==> src/hw/rtl/dna_triplet_encoder_macros.svh <==
// Assertion macros used by the dna_triplet_encoder output queue.
`ifndef DNA_TRIPLET_ENCODER_MACROS_SVH
`define DNA_TRIPLET_ENCODER_MACROS_SVH

// Condition holds at every clock edge out of reset.
`define DTE_ASSERT_ALWAYS(lbl, cond, msg) \
  lbl: assert property (@(posedge clk_i) disable iff (!rst_ni) (cond)) \
    else $error(msg);

// Consequent holds in the same cycle as the antecedent.
`define DTE_ASSERT_IMPL(lbl, ante, cons, msg) \
  lbl: assert property (@(posedge clk_i) disable iff (!rst_ni) (ante) |-> (cons)) \
    else $error(msg);

// Consequent holds in the cycle after the antecedent.
`define DTE_ASSERT_NEXT(lbl, ante, cons, msg) \
  lbl: assert property (@(posedge clk_i) disable iff (!rst_ni) (ante) |=> (cons)) \
    else $error(msg);

`endif

==> src/hw/rtl/dte_pkg.sv <==
// Types, code tables and shared structs for the DNA triplet encoder.
`timescale 1ns / 1ps
`default_nettype none

package dte_pkg;

  typedef logic [1:0] sym_t;

  typedef struct packed {
    sym_t first;
    sym_t middle;
    sym_t last;
  } triplet_t;

  typedef struct packed {
    sym_t code_a;
    sym_t code_b;
    sym_t code_c;
    sym_t code_d;
    logic final_word;
  } word_t;

  // Write requests from the front end into the output queue.
  typedef struct packed {
    logic push0;
    logic push1;
  } push_t;

  // Queue status seen by the front end.
  typedef struct packed {
    logic [1:0] count;
  } q_status_t;

  localparam sym_t RIGHT_TAB [4][4] = '{
    '{2'd1, 2'd2, 2'd1, 2'd2},
    '{2'd2, 2'd3, 2'd3, 2'd0},
    '{2'd1, 2'd3, 2'd1, 2'd0},
    '{2'd2, 2'd0, 2'd0, 2'd1}
  };

  localparam sym_t LEFT_TAB [4][4] = '{
    '{2'd2, 2'd3, 2'd3, 2'd1},
    '{2'd3, 2'd0, 2'd0, 2'd2},
    '{2'd3, 2'd0, 2'd0, 2'd1},
    '{2'd1, 2'd2, 2'd1, 2'd0}
  };

  // Accept a request only while the queue can take two words.
  localparam logic [1:0] QUEUE_ACCEPT_MAX = 2'd1;

endpackage

`default_nettype wire

==> src/hw/rtl/dte_word_enc.sv <==
// Encodes one triplet and its lookahead symbol into a four-symbol word.
`timescale 1ns / 1ps
`default_nettype none

module dte_word_enc
  import dte_pkg::*;
(
  input  triplet_t trip_i,
  input  sym_t     lookahead_i,
  input  logic     odd_i,
  input  logic     final_i,
  output word_t    word_o
);

  logic first_eq;
  logic last_eq;
  logic replaced;
  sym_t mid;
  sym_t chk;

  always_comb begin
    first_eq = (trip_i.first == trip_i.middle);
    last_eq  = (trip_i.middle == trip_i.last);
    replaced = first_eq || last_eq;

    priority if (first_eq) begin
      mid = LEFT_TAB[trip_i.first][trip_i.last];
    end else if (last_eq) begin
      mid = RIGHT_TAB[trip_i.first][trip_i.last];
    end else begin
      mid = trip_i.middle;
    end

    // Swap the check table on odd words.
    if (replaced != odd_i) begin
      chk = LEFT_TAB[trip_i.last][lookahead_i];
    end else begin
      chk = RIGHT_TAB[trip_i.last][lookahead_i];
    end

    word_o.code_a     = trip_i.first;
    word_o.code_b     = mid;
    word_o.code_c     = trip_i.last;
    word_o.code_d     = chk;
    word_o.final_word = final_i;
  end

endmodule

`default_nettype wire

==> src/hw/rtl/dte_out_fifo.sv <==
// Three-entry output queue taking up to two words per cycle.
`timescale 1ns / 1ps
`default_nettype none

`include "dna_triplet_encoder_macros.svh"

module dte_out_fifo
  import dte_pkg::*;
(
  input  logic      clk_i,
  input  logic      rst_ni,
  input  push_t     push_i,
  input  word_t     word0_i,
  input  word_t     word1_i,
  output q_status_t status_o,
  output logic      out_valid_o,
  input  logic      out_ready_i,
  output word_t     word_o
);

  word_t      mem_q [3];
  logic [1:0] rd_ptr_q, rd_ptr_d;
  logic [1:0] count_q, count_d;
  logic [1:0] wr_idx0, wr_idx1;
  logic       pop;

  function automatic logic [1:0] wrap3(input logic [1:0] base, input logic [1:0] inc);
    logic [2:0] sum;
    sum = {1'b0, base} + {1'b0, inc};
    if (sum >= 3'd3) begin
      sum = sum - 3'd3;
    end
    return sum[1:0];
  endfunction

  assign pop         = out_valid_o && out_ready_i;
  assign out_valid_o = (count_q != 2'd0);
  assign word_o      = mem_q[rd_ptr_q];
  assign status_o.count = count_q;

  always_comb begin
    wr_idx0  = wrap3(rd_ptr_q, count_q);
    wr_idx1  = wrap3(rd_ptr_q, count_q + 2'd1);
    rd_ptr_d = pop ? wrap3(rd_ptr_q, 2'd1) : rd_ptr_q;
    count_d  = count_q + {1'b0, push_i.push0} + {1'b0, push_i.push1} - {1'b0, pop};
  end

  always_ff @(posedge clk_i or negedge rst_ni) begin
    if (!rst_ni) begin
      rd_ptr_q <= 2'd0;
      count_q  <= 2'd0;
    end else begin
      rd_ptr_q <= rd_ptr_d;
      count_q  <= count_d;
    end
  end

  always_ff @(posedge clk_i) begin
    if (push_i.push0) begin
      mem_q[wr_idx0] <= word0_i;
    end
    if (push_i.push1) begin
      mem_q[wr_idx1] <= word1_i;
    end
  end

  `DTE_ASSERT_ALWAYS(a_ptr_range, rd_ptr_q != 2'd3, "read pointer out of range")
  `DTE_ASSERT_IMPL(a_push_order, push_i.push1, push_i.push0, "second word without first")
  `DTE_ASSERT_IMPL(a_push_room, push_i.push0, count_q <= QUEUE_ACCEPT_MAX, "push into full queue")
  `DTE_ASSERT_NEXT(a_pop_count, pop && !push_i.push0, count_q == $past(count_q) - 2'd1, "pop miscounted")

endmodule

`default_nettype wire

==> src/hw/rtl/dna_triplet_encoder.sv <==
// Top level of the DNA triplet encoder: holding stage, word encoders, output queue.
//
//   channel | direction | handshake             | payload
//   --------+-----------+-----------------------+--------------------------------------
//   in      | input     | in_valid_i/in_ready_o | sym_first/middle/last, end_of_stream
//   out     | output    | out_valid_o/out_ready_i | code_a..code_d, final_word
//   cfg     | input     | cfg_we_i              | cfg_wdata_i (terminal symbol)
//
// One triplet is accepted per cycle while the sink keeps up; a triplet that ends a stream
// while another is held yields two words, and the input then pauses while they drain
// one per cycle through the three-entry output queue.
// A word reaches the output only after the request that completes it writes it into the output queue.
// in_ready_o is high while the queue holds at most one word and does not depend on out_ready_i.
// Reset empties the queue, drops the held triplet, sets the phase to even and the
// terminal symbol to A.
`timescale 1ns / 1ps
`default_nettype none

module dna_triplet_encoder
  import dte_pkg::*;
(
  input  logic       clk_i,
  input  logic       rst_ni,
  input  logic       cfg_we_i,
  input  logic [1:0] cfg_wdata_i,
  input  logic       in_valid_i,
  output logic       in_ready_o,
  input  logic [1:0] sym_first_i,
  input  logic [1:0] sym_middle_i,
  input  logic [1:0] sym_last_i,
  input  logic       end_of_stream_i,
  output logic       out_valid_o,
  input  logic       out_ready_i,
  output logic [1:0] code_a_o,
  output logic [1:0] code_b_o,
  output logic [1:0] code_c_o,
  output logic [1:0] code_d_o,
  output logic       final_word_o
);

  sym_t      term_q;
  triplet_t  held_q, held_d;
  logic      held_valid_q, held_valid_d;
  logic      odd_q, odd_d;
  triplet_t  new_trip;
  logic      accept;
  logic      new_odd;
  word_t     held_word, new_word, out_word;
  push_t     push;
  q_status_t q_status;

  assign new_trip = '{first: sym_first_i, middle: sym_middle_i, last: sym_last_i};
  assign in_ready_o = (q_status.count <= QUEUE_ACCEPT_MAX);
  assign accept = in_valid_i && in_ready_o;
  // The new triplet takes the phase after the held word, if one goes out first.
  assign new_odd = held_valid_q ? !odd_q : odd_q;

  dte_word_enc u_enc_held (
    .trip_i      (held_q),
    .lookahead_i (sym_first_i),
    .odd_i       (odd_q),
    .final_i     (1'b0),
    .word_o      (held_word)
  );

  dte_word_enc u_enc_new (
    .trip_i      (new_trip),
    .lookahead_i (term_q),
    .odd_i       (new_odd),
    .final_i     (1'b1),
    .word_o      (new_word)
  );

  always_comb begin
    push.push0   = accept && (held_valid_q || end_of_stream_i);
    push.push1   = accept && held_valid_q && end_of_stream_i;
    held_d       = held_q;
    held_valid_d = held_valid_q;
    odd_d        = odd_q;
    if (accept) begin
      if (end_of_stream_i) begin
        held_valid_d = 1'b0;
        held_d       = '0;
        odd_d        = 1'b0;
      end else begin
        held_valid_d = 1'b1;
        held_d       = new_trip;
        odd_d        = new_odd;
      end
    end
  end

  always_ff @(posedge clk_i or negedge rst_ni) begin
    if (!rst_ni) begin
      term_q       <= '0;
      held_q       <= '0;
      held_valid_q <= 1'b0;
      odd_q        <= 1'b0;
    end else begin
      if (cfg_we_i) begin
        term_q <= cfg_wdata_i;
      end
      held_q       <= held_d;
      held_valid_q <= held_valid_d;
      odd_q        <= odd_d;
    end
  end

  dte_out_fifo u_out_fifo (
    .clk_i       (clk_i),
    .rst_ni      (rst_ni),
    .push_i      (push),
    .word0_i     (held_valid_q ? held_word : new_word),
    .word1_i     (new_word),
    .status_o    (q_status),
    .out_valid_o (out_valid_o),
    .out_ready_i (out_ready_i),
    .word_o      (out_word)
  );

  assign code_a_o     = out_word.code_a;
  assign code_b_o     = out_word.code_b;
  assign code_c_o     = out_word.code_c;
  assign code_d_o     = out_word.code_d;
  assign final_word_o = out_word.final_word;

endmodule

`default_nettype wire

==> config.mk <==
export PLATFORM = sky130hd
export DESIGN_NAME = dna_triplet_encoder
export DESIGN_NICKNAME = d
export VERILOG_FILES = /design/src/hw/rtl/dte_pkg.sv /design/src/hw/rtl/dte_word_enc.sv /design/src/hw/rtl/dte_out_fifo.sv /design/src/hw/rtl/dna_triplet_encoder.sv
export VERILOG_INCLUDE_DIRS = /design/src /design/src/hw/rtl
export SDC_FILE = /design/constraint.sdc
export NUM_CORES = 1
export LEC_CHECK = 0
export ABC_AREA = 0
export BUFFER_PORTS_ARGS = -buffer_cell sky130_fd_sc_hd__buf_2
export CORE_UTILIZATION = 30
export DETAILED_ROUTE_END_ITERATION = 10
export PLACE_DENSITY = 0.46
export SYNTH_ARGS = -nofsm -noshare
export SYNTH_HDL_FRONTEND = slang
export SYNTH_HIERARCHICAL = 1
export SYNTH_SLANG_ARGS = --single-unit
==> constraint.sdc <==
create_clock -name clk_i -period 5.5 [get_ports clk_i]
set_input_delay 0.55 -clock clk_i [delete_from_list [all_inputs] [get_ports clk_i]]
set_output_delay 0.55 -clock clk_i [all_outputs]
set_load 0.02 [all_outputs]
==> metrics.csv <==
metric;value;unit
post-synthesis sequential area ratio;32.0;%
CP Cell Sequence;ha_1 -> inv_2 -> ha_1 -> nand3b_1 -> nor2_1 -> a21oi_1 -> o21ai_0;
Slew Limit Fails;0;
Register Area;1160;µm²
clock period minus worst slack;3.61;ns
synth top area cells;edfxtp_1, dfrtp_1, mux2_2, ha_1, mux2i_1;
Final period util;65.7;%
FF+latch count, synth;41;
Req. time, crit path;5.39;ns
top cell type's share of synthesized area;22.4;%
syn nets;387;
FILL cells;1206;
RSZ-0062 raised after global routing;false;
Yosys top cell by area;edfxtp_1;
Total Wirelength;7.58;mm
placed instance area;3750;µm²
Post-CTS Setup Inserts;0;
design area;3920;µm²
most frequent CP cell;ha_1;
hold buffers post-CTS;0;
Routability Congestion;0.774;
total grt overflow;0;
initial antenna violation count;0;
chip height;112;µm
DIE WIDTH;112;µm
EDFF count, synth;27;
clk_skew;0.00869;ns
Relative slew margins;19.0;%
ys flop type;edfxtp_1;
CP startpoint kind;register;
Root Driver;clkbuf_16;
via count;2506;
area grow syn2layout;8.18;%
largest net degree at the start of global routing;25;
post-route insts no fill;494;
synth cell count leaders;mux2_2, nand2_1, edfxtp_1, ha_1, o21ai_0;
IO Pins;25;
Async SR Flop Fraction;34.1;%
worst skew pair latency;0.28;ns
dpl hpwl;5.60;mm
Hold Fails Final Rpt;0;
DR WL/cell;15.3;µm
Pre-antenna DRT Iters;4;
vias in the first global route;2422;
placed insts;486;
nets@finish;393;
CTS tree;done;
CTS Buffer Depth;2;
Core Footprint;11600;µm²
1st-iter DRT viols;153;
most common cell in the netlist;mux2_2;
Critical-path top delay cell;o21ai_0;
Netlist cell types;45;
clk sinks;41;
critical path class;register to register;
Syn Area/Cell;10.5;µm²
final setup vio count;0;
port bufs;24;
Least-Margin Pin Slew;1.20;ns
Initial Util;31.2;%
CTS Buf Count;5;
Worst setup EP type;register;
Peak Freq;277;MHz
Max H-tree Level;2;
cell row count;39;
layout cells sized above 1;25.9;%
Syn Std Cell Area;3620;µm²
Syn Inst Count;344;
hold slack;0.175;ns
Post-CTS Resized;0;
CP arrival;3.50;ns
routed vias/inst;5.07;
# diodes;0;
setup TNS;0;ns
gr usage total;12.8;%
yosys warns;6;
antenna-violating nets left;0;
CP Max Fanout;24;
CP max stage delay;0.93;ns
area of the multi-input gates;2170;µm²
Min-Delay Path Class;input port to asynchronous set/reset pin;
first-pass GRT wire length;12.7;mm
max-cap violations;0;
DRC Markers;0;
Die ar.;12500;µm²
status;finished clean;
clk slew on worst S/H paths;0.07;ns
==> cell type report <==
class | count | area share (%)
multi-input cells | 249 | 55.4
flip-flops and latches | 41 | 29.6
well taps | 143 | 4.56
repair buffers | 26 | 3.45
clock buffers | 5 | 3.19
inverters | 27 | 2.71
clock inverters | 3 | 1.05
==> critical path: cells and delay by family (launching register included) <==
| kind | cells | cell delay, ns |
|---|---|---|
| and+or+nand+nor | 2 | 0.31 |
| AOI/OAI and AO/OA | 2 | 0.98 |
| buffers and inverters | 1 | 0.17 |
| adders and majority gates | 2 | 1.16 |
| DFF | 1 | 0.61 |
==> sequential cells by signal (all words and copies together) (netlist names) <==
signal / cells
u_out_fifo/status_o: 2
u_out_fifo/rd_ptr_q: 2
held_valid_q: 1
term_q: 2
held_q: 6
odd_q: 1
u_out_fifo/mem_q: 27
==> cells in the final DEF, fill, tap and decap left out, types with 2 or more instances in the layout <==
cell type	n
mux2_2	31
nand2_1	28
edfxtp_1	27
o21ai_0	26
ha_1	26
inv_1	24
buf_2	24
mux2i_1	24
o22ai_1	19
dfrtp_1	14
a21oi_1	12
nor2_1	11
mux4_2	10
o22a_1	8
nand2b_1	7
xnor2_1	6
xor2_2	6
clkbuf_16	5
nor3_1	5
fa_1	3
xor2_1	2
o21ai_1	2
inv_4	2
o2bb2ai_2	2
o211ai_1	2
conb_1	2
nand3b_1	2
buf_4	2
==> layer usage <==
layer	GRT usage, %	part of all wire, %
met1	18.5	51
met2	19.8	45
met3	1.80	2.9
met4	3.51	1.1
met5	0	0
==> cells by family (layout without fill, tap and decap cells) <==
family	after synthesis	in the layout	share of synthesized area [%]
compound gates	75	75	12.8
buf+inv	54	61	8.01
fa+ha+maj	29	29	10.6
mux	65	65	22.5
xor+xnor	14	14	4.63
flops	41	41	32.0
simple gates	64	64	9.18
other cells	2	2	0.207
==> through the flow <==
stage	util (%)	setup slack, ns
final	33.8	1.89
after detailed placement	32.3	1.83
after CTS	33.8	1.82
after floorplan	-	2.58
after global placement	32.3	1.81
after global routing	33.8	1.52
==> final timing paths <==
kind | depth (start not counted) | slack (ns) | from | to
hold reg to reg | 1 | 0.53 | u_out_fifo/status_o[1] | u_out_fifo/status_o[1]
hold / removal | 1 | 0.18 | rst_ni | u_out_fifo/status_o[0]
setup / recovery | 7 | 1.89 | u_out_fifo/rd_ptr_q[0] | u_out_fifo/mem_q[0][7]
setup reg to reg | 7 | 1.89 | u_out_fifo/rd_ptr_q[0] | u_out_fifo/mem_q[0][7]
min in group clk_i | 2 | 0.50 | cfg_wdata_i[0] | term_q[0]
max in group asynchronous | 1 | 5.05 | rst_ni | u_out_fifo/rd_ptr_q[1]
Power is not shown: default switching activity piles up to over one toggle a cycle in this logic, so the estimate is an artifact.
